## config.mk

```make
export PLATFORM = sky130hd
export DESIGN_NAME = mppt_perturb_observe_controller
export DESIGN_NICKNAME = d
export VERILOG_FILES = /design/src/rtl/mppt_pkg.sv /design/src/rtl/mppt_mul.sv /design/src/rtl/mppt_perturb_observe_controller.sv
export SDC_FILE = /design/constraint.sdc
export NUM_CORES = 2
export LEC_CHECK = 0
export BUFFER_PORTS_ARGS = -buffer_cell sky130_fd_sc_hd__clkbuf_2
export CORE_MARGIN = 5
export CORE_UTILIZATION = 45
export DETAILED_ROUTE_END_ITERATION = 8
export PLACE_DENSITY = 0.64
export SLEW_MARGIN = 20
export SYNTH_ARGS = -nofsm -noshare
export SYNTH_HDL_FRONTEND = slang
export SYNTH_SLANG_ARGS = --single-unit
export TNS_END_PERCENT = 50
```

## constraint.sdc

```tcl
create_clock -name clk -period 11.9 [get_ports clk]
set_clock_uncertainty 0.2 [all_clocks]
set_input_delay 0.595 -clock clk [delete_from_list [all_inputs] [get_ports clk]]
set_output_delay 0.595 -clock clk [all_outputs]
set_load 0.05 [all_outputs]
```

## src/rtl/mppt_pkg.sv

```systemverilog
// ----------------------------------------------------------------------------
// mppt_pkg - shared types and constants for the P&O tracker
// Payload structs, mode codes and register indexes.
// ----------------------------------------------------------------------------
package mppt_pkg;

  typedef struct packed {
    logic [15:0]        bus_word;
    logic signed [15:0] current_word;
  } in_item_t;

  typedef struct packed {
    logic [9:0] duty_code;
    logic [1:0] mode;
  } out_item_t;

  localparam logic [1:0] MODE_MEASURE = 2'd0;
  localparam logic [1:0] MODE_HOLD    = 2'd1;
  localparam logic [1:0] MODE_TRACK   = 2'd2;
  localparam logic [1:0] MODE_PROTECT = 2'd3;

  localparam logic [2:0] REG_WEIGHT = 3'd0;
  localparam logic [2:0] REG_STEP   = 3'd1;
  localparam logic [2:0] REG_FLOOR  = 3'd2;
  localparam logic [2:0] REG_CEIL   = 3'd3;
  localparam logic [2:0] REG_UVLO   = 3'd4;
  localparam logic [2:0] REG_OCL    = 3'd5;

  // shared multiplier operation selects
  typedef enum logic [2:0] {
    MUL_V_NEW, MUL_V_OLD, MUL_I_NEW, MUL_I_OLD, MUL_POWER, MUL_CODE, MUL_VOC
  } mul_op_t;

endpackage

```

## src/rtl/mppt_mul.sv

```systemverilog
// ----------------------------------------------------------------------------
// mppt_mul - shared registered signed multiplier
// 26x26 signed product.
// ----------------------------------------------------------------------------
module mppt_mul (
  input  logic               clk,
  input  logic signed [25:0] a,
  input  logic signed [25:0] b,
  output logic signed [51:0] p
);
  always_ff @(posedge clk) begin
    p <= a * b;
  end
endmodule

```

## src/rtl/mppt_perturb_observe_controller.sv

```systemverilog
// ----------------------------------------------------------------------------
// mppt_perturb_observe_controller - perturb-and-observe MPPT duty controller
// Sequenced datapath around one shared registered multiplier.
// ----------------------------------------------------------------------------
// Usage:
//  - in channel (in_valid/in_stall/in_data) carries one raw sensor pair per
//    request: bus voltage word and signed current word.
//  - out channel (out_valid/out_stall/out_data) returns exactly one duty code
//    and mode per request.
//  - APB port sets filter weight, perturb step, duty limits and thresholds;
//    write only while the block is idle.
//  - The first VOC_SAMPLES requests average the open-circuit voltage and
//    return duty 0 in measuring mode through S_MEAS and S_DONE; the last
//    one adds S_VOC and S_CODE (mean taken by reciprocal multiply).
//  - Later requests run filter, protection, hold check and tracking through
//    states S_VNEW to S_DONE around the one shared 26x26 multiplier
//    (filter products, power product, duty scaling run back to back).
//  - in_stall is high while a request is in flight; a new request is taken
//    only in S_IDLE. The result sits in an output register, so the next
//    request can start while it waits; a stalled result holds until taken
//    and the following one waits in its last state.
//  - Synchronous reset returns the control, configuration and tracker
//    registers to reset values and the tracker to measuring; no clearing pass.
// ----------------------------------------------------------------------------
module mppt_perturb_observe_controller #(
  parameter int VOC_SAMPLES = 10,
  parameter int DUTY_BITS   = 10
) (
  input  logic                 clk,
  input  logic                 rst,
  input  logic                 in_valid,
  output logic                 in_stall,
  input  mppt_pkg::in_item_t   in_data,
  output logic                 out_valid,
  input  logic                 out_stall,
  output mppt_pkg::out_item_t  out_data,
  input  logic                 psel,
  input  logic                 penable,
  input  logic                 pwrite,
  input  logic [4:0]           paddr,
  input  logic [31:0]          pwdata,
  output logic [31:0]          prdata,
  output logic                 pready
);
  import mppt_pkg::*;

  localparam int CW = $clog2(VOC_SAMPLES + 1);
  localparam logic [CW-1:0] NSAMP = CW'(VOC_SAMPLES);
  localparam logic [25:0] FULL = 26'((1 << DUTY_BITS) - 1);
  // ceil(2^21 / N): exact floor(sum / N) for a 17-bit sum and N up to 15
  localparam logic [25:0] VOC_RECIP = 26'(((1 << 21) + VOC_SAMPLES - 1) / VOC_SAMPLES);

  typedef enum logic [10:0] {
    S_IDLE   = 11'b00000000001,
    S_MEAS   = 11'b00000000010,
    S_VOC    = 11'b00000000100,
    S_VNEW   = 11'b00000001000,
    S_VOLD   = 11'b00000010000,
    S_INEW   = 11'b00000100000,
    S_IOLD   = 11'b00001000000,
    S_CHECK  = 11'b00010000000,
    S_POWER  = 11'b00100000000,
    S_CODE   = 11'b01000000000,
    S_DONE   = 11'b10000000000
  } state_t;

  state_t state;

  // configuration
  logic [8:0]  filter_weight;
  logic [15:0] perturb_step, duty_floor, duty_ceiling;
  logic [12:0] undervolt_limit;
  logic [14:0] overcurrent_limit;

  // tracker state
  logic [CW-1:0]      sample_count;
  logic [16:0]        voc_sum;
  logic [12:0]        open_volt;
  logic [20:0]        filt_volt;
  logic signed [23:0] filt_curr;
  logic [20:0]        last_volt;
  logic signed [44:0] last_power;
  logic [15:0]        track_duty;

  // per-request working registers
  in_item_t           req;
  logic signed [51:0] acc;
  logic [15:0]        duty_sel;
  logic [1:0]         mode_sel;
  logic               out_full;

  // shared multiplier
  logic signed [25:0] ma, mb;
  logic signed [51:0] mp;
  mul_op_t            op;

  mppt_mul u_mul (.clk(clk), .a(ma), .b(mb), .p(mp));

  logic [8:0]  w;
  logic [12:0] v;
  assign w = (filter_weight > 9'd256) ? 9'd256 : filter_weight;
  assign v = req.bus_word[15:3];

  always_comb begin
    ma = '0;
    mb = '0;
    case (op)
      // issued while idle, so the new voltage comes straight from the port
      MUL_V_NEW: begin ma = 26'(w); mb = 26'({in_data.bus_word[15:3], 8'd0}); end
      MUL_V_OLD: begin ma = 26'(9'd256 - w); mb = 26'(filt_volt); end
      MUL_I_NEW: begin ma = 26'(w); mb = 26'($signed({req.current_word, 8'd0})); end
      MUL_I_OLD: begin ma = 26'(9'd256 - w); mb = 26'(filt_curr); end
      MUL_POWER: begin ma = 26'(filt_volt); mb = 26'(filt_curr); end
      MUL_CODE:  begin ma = 26'(duty_sel); mb = FULL; end
      MUL_VOC:   begin ma = 26'(voc_sum); mb = VOC_RECIP; end
      default:   begin ma = '0; mb = '0; end
    endcase
  end

  // op is issued one state ahead of the product being consumed
  always_comb begin
    case (state)
      S_VOC:   op = MUL_VOC;
      S_VNEW:  op = MUL_V_OLD;
      S_VOLD:  op = MUL_I_NEW;
      S_INEW:  op = MUL_I_OLD;
      S_IOLD:  op = MUL_POWER;
      S_CHECK: op = MUL_POWER;
      S_POWER: op = MUL_CODE;
      S_CODE:  op = MUL_CODE;
      S_DONE:  op = MUL_CODE;
      default: op = MUL_V_NEW;
    endcase
  end

  // comparisons on the freshly filtered values
  logic [23:0] fv5, ov_hi, ov_lo;
  logic        prot, hold;
  assign fv5   = 24'(filt_volt) * 24'd5;
  assign ov_hi = 24'({open_volt, 8'd0}) * 24'd6;
  assign ov_lo = 24'({open_volt, 8'd0}) * 24'd3;
  assign prot  = (filt_volt < {undervolt_limit, 8'd0}) || (fv5 > ov_hi) ||
                 (filt_curr > $signed({1'b0, overcurrent_limit, 8'd0}));
  assign hold  = fv5 < ov_lo;

  logic signed [44:0] pw;
  logic signed [17:0] dsum;
  logic [15:0]        dsat, dclamp;
  logic               up;
  assign pw   = mp[44:0];
  assign up   = (pw > last_power) ? !(filt_volt < last_volt) == 1'b0
                                  : !(filt_volt < last_volt);
  assign dsum = up ? $signed({2'b0, track_duty}) + $signed({2'b0, perturb_step})
                   : $signed({2'b0, track_duty}) - $signed({2'b0, perturb_step});
  assign dsat = dsum < 0 ? 16'd0 : (dsum > 18'sd65535 ? 16'hFFFF : dsum[15:0]);
  always_comb begin
    dclamp = dsat;
    if (dclamp > duty_ceiling) dclamp = duty_ceiling;
    if (dclamp < duty_floor)   dclamp = duty_floor;
  end

  logic signed [51:0] isum;
  assign isum = acc + mp;

  assign in_stall  = (state != S_IDLE);
  assign out_valid = out_full;
  assign pready    = 1'b1;

  always_ff @(posedge clk) begin
    if (rst) begin
      state <= S_IDLE;
      out_full <= 1'b0;
      sample_count <= '0;
      voc_sum <= '0;
      open_volt <= '0;
      filt_volt <= '0;
      filt_curr <= '0;
      last_volt <= '0;
      last_power <= '0;
      track_duty <= 16'd3277;
      filter_weight <= 9'd51;
      perturb_step <= 16'd66;
      duty_floor <= 16'd3277;
      duty_ceiling <= 16'd39322;
      undervolt_limit <= 13'd500;
      overcurrent_limit <= 15'd20000;
    end else begin
      if (out_full && !out_stall) out_full <= 1'b0;
      if (psel && penable && pwrite) begin
        case (paddr[4:2])
          REG_WEIGHT: filter_weight <= pwdata[8:0];
          REG_STEP:   perturb_step <= pwdata[15:0];
          REG_FLOOR:  duty_floor <= pwdata[15:0];
          REG_CEIL:   duty_ceiling <= pwdata[15:0];
          REG_UVLO:   undervolt_limit <= pwdata[12:0];
          REG_OCL:    overcurrent_limit <= pwdata[14:0];
          default: ;
        endcase
      end
      case (state)
        S_IDLE: begin
          if (in_valid && !in_stall) begin
            req <= in_data;
            state <= (sample_count < NSAMP) ? S_MEAS : S_VNEW;
          end
        end
        S_MEAS: begin
          voc_sum <= voc_sum + 17'(v);
          sample_count <= sample_count + 1'b1;
          duty_sel <= '0;
          mode_sel <= MODE_MEASURE;
          // last sample: mean through the multiplier, loaded in S_CODE
          state <= (sample_count + 1'b1 >= NSAMP) ? S_VOC : S_DONE;
          acc <= '0;
        end
        S_VOC: state <= S_CODE;
        S_VNEW: begin acc <= mp; state <= S_VOLD; end
        S_VOLD: begin
          filt_volt <= 21'(isum >>> 8);
          state <= S_INEW;
        end
        S_INEW: begin acc <= mp; state <= S_IOLD; end
        S_IOLD: begin
          filt_curr <= 24'(isum >>> 8);
          state <= S_CHECK;
        end
        S_CHECK: begin
          if (prot) begin
            duty_sel <= duty_floor; mode_sel <= MODE_PROTECT; state <= S_POWER;
          end else if (hold) begin
            duty_sel <= duty_floor; mode_sel <= MODE_HOLD; state <= S_POWER;
          end else begin
            mode_sel <= MODE_TRACK; state <= S_POWER;
          end
        end
        S_POWER: begin
          // mp holds filt_volt*filt_curr here
          if (mode_sel == MODE_TRACK) begin
            track_duty <= dsat;
            last_volt <= filt_volt;
            last_power <= pw;
            duty_sel <= dclamp;
          end
          state <= S_CODE;
        end
        S_CODE: begin
          // measuring ends: mp holds voc_sum * VOC_RECIP
          if (mode_sel == MODE_MEASURE) begin
            open_volt <= mp[33:21];
            filt_volt <= {mp[33:21], 8'd0};
            filt_curr <= '0;
          end
          acc <= '0;
          state <= S_DONE;
        end
        S_DONE: begin
          if (!out_full || !out_stall) begin
            out_data.duty_code <= (mode_sel == MODE_MEASURE) ? 10'd0 : mp[25:16];
            out_data.mode <= mode_sel;
            out_full <= 1'b1;
            state <= S_IDLE;
          end
        end
        default: state <= S_IDLE;
      endcase
    end
  end

  always_comb begin
    case (paddr[4:2])
      REG_WEIGHT: prdata = 32'(filter_weight);
      REG_STEP:   prdata = 32'(perturb_step);
      REG_FLOOR:  prdata = 32'(duty_floor);
      REG_CEIL:   prdata = 32'(duty_ceiling);
      REG_UVLO:   prdata = 32'(undervolt_limit);
      REG_OCL:    prdata = 32'(overcurrent_limit);
      default:    prdata = '0;
    endcase
  end
endmodule

```

# ---- After elaboration in Yosys (flattened, before gate mapping)
# Cells that the tools add are included.
# Widths: inputs -> output; s select.
dict set report word_totals {
  inputBits 76
  regBits 397
}
dict set report op_classes {
  eq_ne 29
  n_mux 31
  mul 4
  magnitude_cmp 13
  reduce_logical 43
  add_sub_neg 6
  n_bitwise 1
}
# op n
set op_table {}
lappend op_table {{$pmux 26 s6} 1}
lappend op_table {{$pmux 26 s5} 1}
lappend op_table {{$mux 16} 7}
lappend op_table {{$pmux 11 s10} 1}
lappend op_table {{$pmux 16 s6} 1}
lappend op_table {{$pmux 32 s2} 1}
lappend op_table {{$gt 24x24->1} 2}
lappend op_table {{$pmux 16 s3} 1}
lappend op_table {{$pmux 24 s2} 1}
lappend op_table {{$gt 45x45->1} 1}
lappend op_table {{$mul 26x26->45} 1}
lappend op_table {{$lt 21x21->1} 2}
lappend op_table {{$pmux 21 s2} 1}
lappend op_table {{$mux 11} 3}
lappend op_table {{$add 32x32->32} 1}
lappend op_table {{$mul 13x2->15 const B} 2}
lappend op_table {{$reduce_and 2->1} 13}
lappend op_table {{$lt 24x23->1} 1}
lappend op_table {{$mul 21x3->24 const B} 1}
lappend op_table {{$mux 24} 1}
lappend op_table {{$mux 21} 1}
lappend op_table {{$gt 18x17->1 const B} 1}
lappend op_table {{$lt 18x1->1 const B} 1}
lappend op_table {{$mux 18} 1}
lappend op_table {{other kinds (46)} 80}

# ---- Depth between registers and ports, before layout
dict set report depth {
  ltp_word 13
  mapped_depth 38
}

# ---- Modules after synthesis
# A second synthesis with hierarchy kept.
dict set report hier_totals {
  hier_cells 5605
  area_unflattened_um2 48968.2
}
# module area_each_um2 cells_each instances
set modules_own_cells {}
lappend modules_own_cells {mppt_mul 25710.9 2780 1}
lappend modules_own_cells {mppt_perturb_observe_controller 23257.3 2825 1}

# ---- Worst setup path after synthesis
# OpenSTA, ideal clock, no wires.
dict set report synth_path {
  path_kind {reg-to-reg}
  startpoint {reg state[8]}
  endpoint {reg u_mul.p[44]}
  stages_incl_launch_ff 35
  arrival_ns 8.741
  n_path_buf 5
  slack_ns 2.833
  setup_time_ns 0.126
  required_ns 11.574
  cell_sequence {dfxtp_1 > clkbuf_1 > nor4b_2 > nand3_1 > or3b_1 > nand2_1 > buf_2 > buf_2 > buf_2 > a22o_1 > clkbuf_1 > nand2_1 > fa_1 > inv_1 > fa_1 > inv_1 > fa_1 > fa_1 > fa_1 > inv_1 > fa_1 > inv_1 > fa_1 > inv_1 > ha_1 > a211oi_1 > o2bb2ai_1 > a21o_1 > o311ai_1 > o31ai_1 > o211ai_1 > o211ai_1 > o21ai_0 > o41ai_2 > xnor2_1}
}
dict set report synth_via {
  elab_chain_cells 7
  elab_cells_between_ends 25
}
# element line
set synth_rtl {}
lappend synth_rtl {{start: declaration} mppt_perturb_observe_controller.sv:67} ;# state_t state;
lappend synth_rtl {{start signal: assignment} mppt_perturb_observe_controller.sv:204} ;# state <= (sample_count < NSAMP) ? S_MEAS : S_VNEW;
lappend synth_rtl {{start signal: assignment} mppt_perturb_observe_controller.sv:213} ;# state <= (sample_count + 1'b1 >= NSAMP) ? S_VOC : S_DONE;
lappend synth_rtl {{$eq 11x11->1, or another cell as far along} mppt_perturb_observe_controller.sv:122} ;# case (state)
lappend synth_rtl {{$reduce_or 3->1 (no line) or $reduce_or 2->1 (tied branches)} n/a}
lappend synth_rtl {{$pmux 3 s6 *} mppt_perturb_observe_controller.sv:122}
lappend synth_rtl {{$eq 3x3->1, or another cell as far along} mppt_perturb_observe_controller.sv:107} ;# case (op)
lappend synth_rtl {{$reduce_or 2->1 (no line)} n/a}
lappend synth_rtl {{$pmux 26 s6 or $pmux 26 s5 (tied branches)} mppt_perturb_observe_controller.sv:107}
lappend synth_rtl {{$mul 26x26->45 *} mppt_mul.sv:12} ;# p <= a * b;
lappend synth_rtl {{end signal: assignment} mppt_mul.sv:12}
lappend synth_rtl {{end: declaration} mppt_mul.sv:9} ;# output logic signed [51:0] p
# Every way passes the cells marked *; elsewhere a longest branch is shown, timed or not.
# A chain may end at the register's enable or synchronous reset.

# ---- Worst setup path after layout
# Ends and elaborated chain as after synthesis.

==> metrics.cfg <==
[outcome]
status=finished, final reports clean

[grt]
grt.total_usage=0.2621
grt_start_max_net_pins=96
grt_pass1_vias=35700
antenna_found_initial=1
grt_pass1_wl_mm=210.2
gr-total-overflow=0

[synth]
synth_fa_ha_area_frac=0.3876
yosys.area_share.simple=0.1534
ys_seq_elements=394
yosysWarningCount=0
synth_top_family_by_area=adder cells
synth_ff_type=dfxtp_1
synth.avg_cell_area_sq_um=8.680
async_reset_ff_frac=0
synth_edf_count=91
synthMuxAreaShare=0.01217
synth_xor_area_frac=0.02634
synth_compound_area_frac=0.1250
synth-seq-area-share=0.2004
syn_area_sq_um=43900
ys_types=98
synthCells=5057

[route]
drc_errors=0
postRouteAntennaNets=0
firstDrtPassIters=6
post_drt_wl_per_cell_microns=21.23
via_count=35980
drtIter0Drc=3316
wirelength_mm=137.2
viasPerCell=5.567

[sta]
rsz0062_at_grt=no
fin_tns_setup_ns=0
setup_violations=0
fin_crit_ns=10.55
period_share=0.8868
clock.fmax_mhz=94.76
relSlewSlack=0.2531
fin_ws_ns=1.347
worst_pin_slew_ns=1.120
hold_viol_final=0
drv_slew=0

[setup_path]
cp_data_required_time_ns=12.18
setup.worst_path.start_class=register
critPathArrivalTime_ns=10.83
critPathKind=reg -> reg
max_stage_delay_ns=0.84
endpoint_kind=register
critPathSlowestCell=nor3_1
crit_top_cell=fa_1
cp_max_fo=26
rrSetupSlack_ns=1.35

[place]
post-place-ws_ns=1.362
dp_hpwl_mm=107.9
io_buffers=84
place.gp.congestion=0.9565

[cells_and_area]
final_common_cell=inv_1
nNetsFinal=6230
final_cell_mix=inv_1 (851), nand2_1 (800), fa_1 (588)
area_delta_synth_final_pct=9.404
antenna_cells=0
layout-drive-gt1-share=0.06613
fill_cells=9232

[floorplanning]
start_util=0.4539
core_sq_um=96710
die_h_microns=322.3
die-area_sq_um=103900
ios=123
die_w_microns=322.3
rows=114

[pwr]
peakVddDrop_mv=0.5623
total_leakage_power_nw=22.22
power_density_nw_per_um2=216.8

[flow_run]
cap_viol_max_count=0

[clocking]
cts_made_buffers=48
clkSinkCount=394
clk_pin_slew_ns=0.06
cts_resized=0
clockBufferDepth=3
cts_setup_buffers=0
insertion_delay_ns=0.63
cts_tree=yes
cts_root_buf=clkbuf_16
cts_htree_levels=2

[min_path]
hp-class=in -> reg

[cell families after synthesis]
logic type	after synthesis
AO/OA/AOI/OAI	846
XOR/XNOR	132
adder cells (fa/ha/maj)	1007
buffers and inverters	1082
flip-flops	394
multiplexers	44
other	2
AND/OR/NAND/NOR	1550
[power by group]
| part | switching (mW) | total [mW] | internal, mW |
|---|---|---|---|
| Combinational | 4.03 | 7.07 | 3.04 |
| Clock | 0.653 | 1.64 | 0.983 |
| Sequential | 0.133 | 1.70 | 1.57 |
[flip-flops by register name, indices dropped and copies added (netlist names), 15 cells and up]
| register | count |
|---|---|
| last_power | 45 |
| u_mul.p | 45 |
| acc | 32 |
| req | 29 |
| filt_curr | 24 |
| filt_volt | 21 |
| last_volt | 21 |
| voc_sum | 17 |
| duty_ceiling | 16 |
| duty_floor | 16 |
| duty_sel | 16 |
| perturb_step | 16 |
| track_duty | 16 |
| overcurrent_limit | 15 |
[final timing paths]
kind,startpoint,to,cells past startpoint
max,state[8]$_SDFFE_PP0P_,u_mul.p[44]$_DFF_P_,31
min,in_data[24],req[24]$_DFFE_PP_,1
max reg2reg,state[8]$_SDFFE_PP0P_,u_mul.p[44]$_DFF_P_,31
min reg2reg,last_power[39]$_SDFFE_PP0P_,last_power[39]$_SDFFE_PP0P_,2
[final cells by class]
class	instances	area, sq um	share of cell area
clock buffers	61	1343	0.02796
clock inverters	29	414.1	0.008624
inverters	852	3198	0.06659
multi-input cells	3643	31280	0.6513
flip-flops and latches	394	8798	0.1832
well taps	1276	1597	0.03324
repair buffers	208	1398	0.02910
[synthesized netlist by cell type (8+ instances only)]
library cell    n  area (sq um)
nor3_1         50         250.2
nand2b_1       31         193.9
nand3_1        50         250.2
a221o_1        15         150.1
nand4_1        35         219.0
a22o_1         22         192.7
a222oi_1       11         110.1
a31oi_1        18         112.6
a21o_1         76         570.6
or3_1          13         81.33
o21bai_1       23         172.7
nand2_1       800          3003
nor4_1         15         93.84
inv_1         851          3194
o2111ai_1       9         78.83
o21ai_0       121         605.6
buf_2          14         70.07
nor3b_1         8         60.06
and3_1         35         219.0
o211ai_1       40         300.3
buf_4          17         127.6
xnor2_1        86         753.2
a211oi_1       31         232.7
dfxtp_1       303          6066
xor2_1         46         402.9
o31ai_1        13         97.59
mux2i_1        23         230.2
and4_1         10         87.58
a22oi_1        28         210.2
or2_2           8         50.05
buf_1           9         33.78
o22ai_1        16         100.1
and2_1         30         187.7
nor2_1        390          1464
edfxtp_1       91          2733
fa_1          588         11770
mux2_2         13         146.4
o21a_1         27         202.7
a21oi_1       308          1541
clkbuf_1      187         701.9
ha_1          419          5243
a221oi_1       14         122.6
nor2b_1        37         231.5
[routing by layer]
layer / GRT usage / up-vias / wire length (microns)
li1: - / 16460 / -
met1: 0.3543 / 17730 / 56360
met2: 0.4175 / 1502 / 61440
met3: 0.04844 / 295 / 12550
met4: 0.1087 / 0 / 6862
met5: 0 / - / 0
[per-stage QoR]
| stage | utilization | std cells | cell area, sq um | hold WS (ns) | total power [mW] |
|---|---|---|---|---|---|
| after global routing | 0.4966 | 6463 | 48020 | 0.04528 | 11.40 |
| after global placement | 0.4766 | 6357 | 46090 | 0.2412 | 8.597 |
| after floorplan | - | 5119 | 44130 | 0.2356 | 7.012 |
| after detailed placement | 0.4766 | 6357 | 46090 | 0.2467 | 8.698 |
| final | 0.4966 | 6463 | 48020 | 0.06165 | 10.41 |
| after CTS | 0.4964 | 6463 | 48010 | 0.03120 | 10.37 |
[timing repair]
action	CTS	global route
endpoints found under the setup margin	0	0
endpoints found under the hold margin	16	0
hold buffers	16	0
[worst max-delay path, delay by kind of cell, from the launching register on]
kind	cells	cell delay [ns]
buffers and inverters	5	0.64
DFF	1	0.49
xor gates and xnor gates	1	0.11
adders and majority gates	8	3.30
AOI/OAI and AO/OA	11	4.01
and+or+nand+nor	6	1.62
Power figures use the tool's default switching activity.
